<file path="src/rtl/mcc_pkg.sv">
// Shared types and constants of the minimum coin change block.
`timescale 1ns / 1ps

package mcc_pkg;

  localparam int COIN_W     = 10;
  localparam int TGT_W      = 10;
  localparam int MIN_W      = 10;
  localparam int CNT_W      = 11;
  localparam int MAX_AMOUNT = 1023;

  localparam int APB_ADDR_W = 3;
  localparam int APB_DATA_W = 32;
  localparam int S_TDATA_W  = 16;
  localparam int M_TDATA_W  = 16;

  localparam logic [CNT_W-1:0] UNREACH = {CNT_W{1'b1}};

  // register index, decoded from paddr[2]
  localparam logic REG_TARGET = 1'b0;

  typedef struct packed {
    logic load;
    logic issue;
    logic rd;
    logic res_capture;
    logic clr;
  } mcc_cmd_t;

  typedef struct packed {
    logic coin_ok;
    logic last;
    logic sweep_end;
    logic clr_done;
    logic out_free;
  } mcc_sts_t;

endpackage

</file>
<file path="src/rtl/mcc_ctrl.sv">
// Sequencer for load, table sweep, result read and table clear.
`timescale 1ns / 1ps

module mcc_ctrl (
  input  logic              clk_i,
  input  logic              rst_ni,
  input  logic              s_valid_i,
  output logic              s_ready_o,
  input  mcc_pkg::mcc_sts_t sts_i,
  output mcc_pkg::mcc_cmd_t cmd_o
);
  import mcc_pkg::*;

  localparam logic [2:0] ST_IDLE  = 3'd0;
  localparam logic [2:0] ST_LOAD  = 3'd1;
  localparam logic [2:0] ST_SWEEP = 3'd2;
  localparam logic [2:0] ST_DRAIN = 3'd3;
  localparam logic [2:0] ST_RD    = 3'd4;
  localparam logic [2:0] ST_RES   = 3'd5;
  localparam logic [2:0] ST_CLR   = 3'd6;

  logic [2:0] state_q, state_d;

  always_comb begin
    state_d   = state_q;
    cmd_o     = '0;
    s_ready_o = (state_q == ST_IDLE);
    case (state_q)
      ST_IDLE: begin
        if (s_valid_i) begin
          cmd_o.load = 1'b1;
          state_d    = ST_LOAD;
        end
      end
      ST_LOAD: begin
        if (sts_i.coin_ok) begin
          state_d = ST_SWEEP;
        end else if (sts_i.last) begin
          state_d = ST_RD;
        end else begin
          state_d = ST_IDLE;
        end
      end
      ST_SWEEP: begin
        cmd_o.issue = 1'b1;
        if (sts_i.sweep_end) begin
          state_d = ST_DRAIN;
        end
      end
      ST_DRAIN: begin
        state_d = sts_i.last ? ST_RD : ST_IDLE;
      end
      ST_RD: begin
        cmd_o.rd = 1'b1;
        state_d  = ST_RES;
      end
      ST_RES: begin
        cmd_o.rd = 1'b1;
        if (sts_i.out_free) begin
          cmd_o.res_capture = 1'b1;
          state_d           = ST_CLR;
        end
      end
      ST_CLR: begin
        cmd_o.clr = 1'b1;
        if (sts_i.clr_done) begin
          state_d = ST_IDLE;
        end
      end
      default: begin
        state_d = ST_IDLE;
      end
    endcase
  end

  // reset lands in the clearing pass
  always_ff @(posedge clk_i or negedge rst_ni) begin
    if (!rst_ni) begin
      state_q <= ST_CLR;
    end else begin
      state_q <= state_d;
    end
  end

endmodule

</file>
<file path="config.mk">
export PLATFORM = sky130hd
export DESIGN_NAME = mcc_ctrl
export DESIGN_NICKNAME = d
export VERILOG_FILES = /design/src/rtl/mcc_pkg.sv /design/src/rtl/mcc_ctrl.sv
export SDC_FILE = /design/constraint.sdc
export NUM_CORES = 1
export LEC_CHECK = 0
export ABC_AREA = 1
export BUFFER_PORTS_ARGS = -buffer_cell sky130_fd_sc_hd__buf_2
export CAP_MARGIN = 20
export CORE_AREA = 2 2 39 41
export CTS_CLUSTER_DIAMETER = 120
export DETAILED_ROUTE_END_ITERATION = 12
export DIE_AREA = 0 0 41 43
export PLACE_DENSITY = 0.45
export SYNTH_ARGS = -nofsm -noshare
export SYNTH_HDL_FRONTEND = slang
export SYNTH_SLANG_ARGS = --single-unit
</file>
<file path="constraint.sdc">
create_clock -name clk_i -period 1.55 [get_ports clk_i]
set_input_delay 0.2325 -clock clk_i [delete_from_list [all_inputs] [get_ports clk_i]]
set_output_delay 0.2325 -clock clk_i [all_outputs]
set_load 0.02 [all_outputs]
</file>
==> metrics.txt <==
Regs by FF count state_q (3); GRT Resource Usage Total under 10%; Final ANT Viol Nets 0; Setup crit end kind output port; Syn Area/Cell roughly 6.4 sq um; Arr. time, crit path 1240 ps; Syn-to-layout area delta 49.32%; outcome finished clean; CP max FO 6; relative slew slack 89.20%; CP required 1320 ps; HP Class input port to register; first-pass GRT wire length 1.076 mm; HPWL Detailed ~510 um; H-tree depth 1; # rows 14; Top reg by flops state_q; Synth Instances 43; Port-buffer cells 13; DP Cell Count 71; Bufs on Longest Clock Path 2; sequential share of the synthesized area 28.05%; skew final about 4.3 ps; Mapped Nets 51; grt total ovfl 0; largest net degree at the start of global routing 7; total negative slack 0 ps; #FFs+latches synth 3; Ant. Diodes 0; Final Core Density 29.84%; DIE AREA 1763 sq um; Min Clock Period, post-route 1475 ps; Final Hold Violating Endpoints 0; CTS Buf Count 3; die height 43 um; Pleak 0.2404 nW; CTS tree done; synth unique cells 18; Clock Sink Count 3; WL/cell 8.526 um; pwr/cell area 1882 nW/um^2; setup violators final 0; RSZ-0062 raised after global routing no; CTS clk-pin slew, worst paths 40 ps; Max Slew Vio Count 0; clk root buf clkbuf_4; IO Pins 14; post-synthesis cell area 276.5 sq um; maxcap violations 0; final worst path period share 95.17%; hold_ws 303.1 ps; Initial DRT Pass Iterations 4; post-synth top area cell dfstp_2; Initial Util 19.98%; post-DR vias/cell 4.013; DRC Markers 0; maximum VDD drop 582.8 uV; share of post-route cells with drive strength above 1 48.39%; vias in the first global route about 270; Yosys warning total 0; Tightest Pin Transition 161.2 ps; Crit Path Class register to output port; worst skew pair latency 230 ps; initial antenna violation count 0; Final GP Congestion 0.7149; post-synth top area share 19.00%; Starting DRT DRC Count 4; top cells by area, synth dfstp_2 19%, inv_1 12%, nand2_1 11%; Max Fclk between 600 and 700 MHz; Worst setup SP type register; WL final 665 um; commonest non-fill, non-tap cells in the layout 12 x buf_2, 9 x inv_1, 8 x nand2_1, 4 x nand3_1; chip width 41 um; core area 1384 sq um; final std cells w/o fill a little under 80; Final #Nets 71; Vias 313; Largest register FFs 3; commonest non-fill, non-tap cell in the layout buf_2
-- kinds of logic after synthesis --
logic type	synth area share, %
AO/OA/AOI/OAI	8.144
buffers and inverters	17.64
flip-flops	28.05
AND/OR/NAND/NOR	46.15
-- what timing repair did --
item                                    4_1_cts  5_1_grt
hold buffers                                  1        0
hold endpoints to repair                      3        0
setup buffers                                 2        0
endpoints found under the setup margin        1        4
resized for setup                             0        4
-- cells in the mapped netlist --
library cell and n:
o21ai_0 1, or2_1 1, dfstp_2 2, a21oi_1 2, inv_2 1, nor2_1 4
nor3_2 1, nand2_2 2, nand3_1 4, nor3_1 1, buf_6 1, dfrtp_1 1
o21bai_1 1, nor2_2 2, nand3_2 1, inv_1 9, nand4_1 1, nand2_1 8
-- power breakdown --
group | total [mW] | switching (mW) | internal, mW
registers | 0.206 | 0.0695 | 0.137
clock network | 0.137 | 0.0401 | 0.0964
logic | 0.434 | 0.263 | 0.171
-- per-stage QoR --
stage | setup slack [ps] | total power [mW] | area (sq um)
after floorplan | 126.3 | 0.4997 | 276.5
after global placement | 256.2 | 0.5935 | 350.3
after detailed placement | 247.4 | 0.5937 | 350.3
after CTS | 64.82 | 0.7653 | 401.6
after global routing | 0.8443 | 0.8544 | 412.9
final | 74.85 | 0.7772 | 412.9
-- layout make-up --
cell class	count	area (sq um)
well taps	16	20.02
flip-flops and latches	3	78.83
multi-input cells	29	157.7
repair buffers	16	92.59
clock buffers	4	26.28
inverters	10	37.54
fillers	162	970.9
-- routing by layer --
metal | share of wire (%) | routed length [um] | vias to the layer above | track usage (%)
met2 | 48 | 320 | 10 | 11.56
met1 | 47 | 310 | 131 | 13.50
met5 | 0 | 0 | - | 0
met3 | 5.0 | 33 | 0 | 0
met4 | 0 | 0 | 0 | 8.000
li1 | - | - | 172 | -
-- final timing paths --
path,cells after the start,slack [ps],from,endpoint
min in group asynchronous,2,320,rst_ni,state_q[0]$_DFFE_PN0P_
setup / recovery,4,70,state_q[1]$_DFFE_PN1P_,cmd_o[2]
hold reg to reg,3,630,state_q[0]$_DFFE_PN0P_,state_q[0]$_DFFE_PN0P_
max in group asynchronous,2,1030,rst_ni,state_q[1]$_DFFE_PN1P_
hold / removal,4,300,sts_i[0],state_q[0]$_DFFE_PN0P_
setup reg to reg,7,390,state_q[1]$_DFFE_PN1P_,state_q[0]$_DFFE_PN0P_
-- worst max-delay path, stage by stage, from the launching register on --
cell	delay, ps
dfstp_2	580
inv_1	100
nand2_1	120
inv_1	50
buf_2	150
Power figures use the tool's default switching activity.
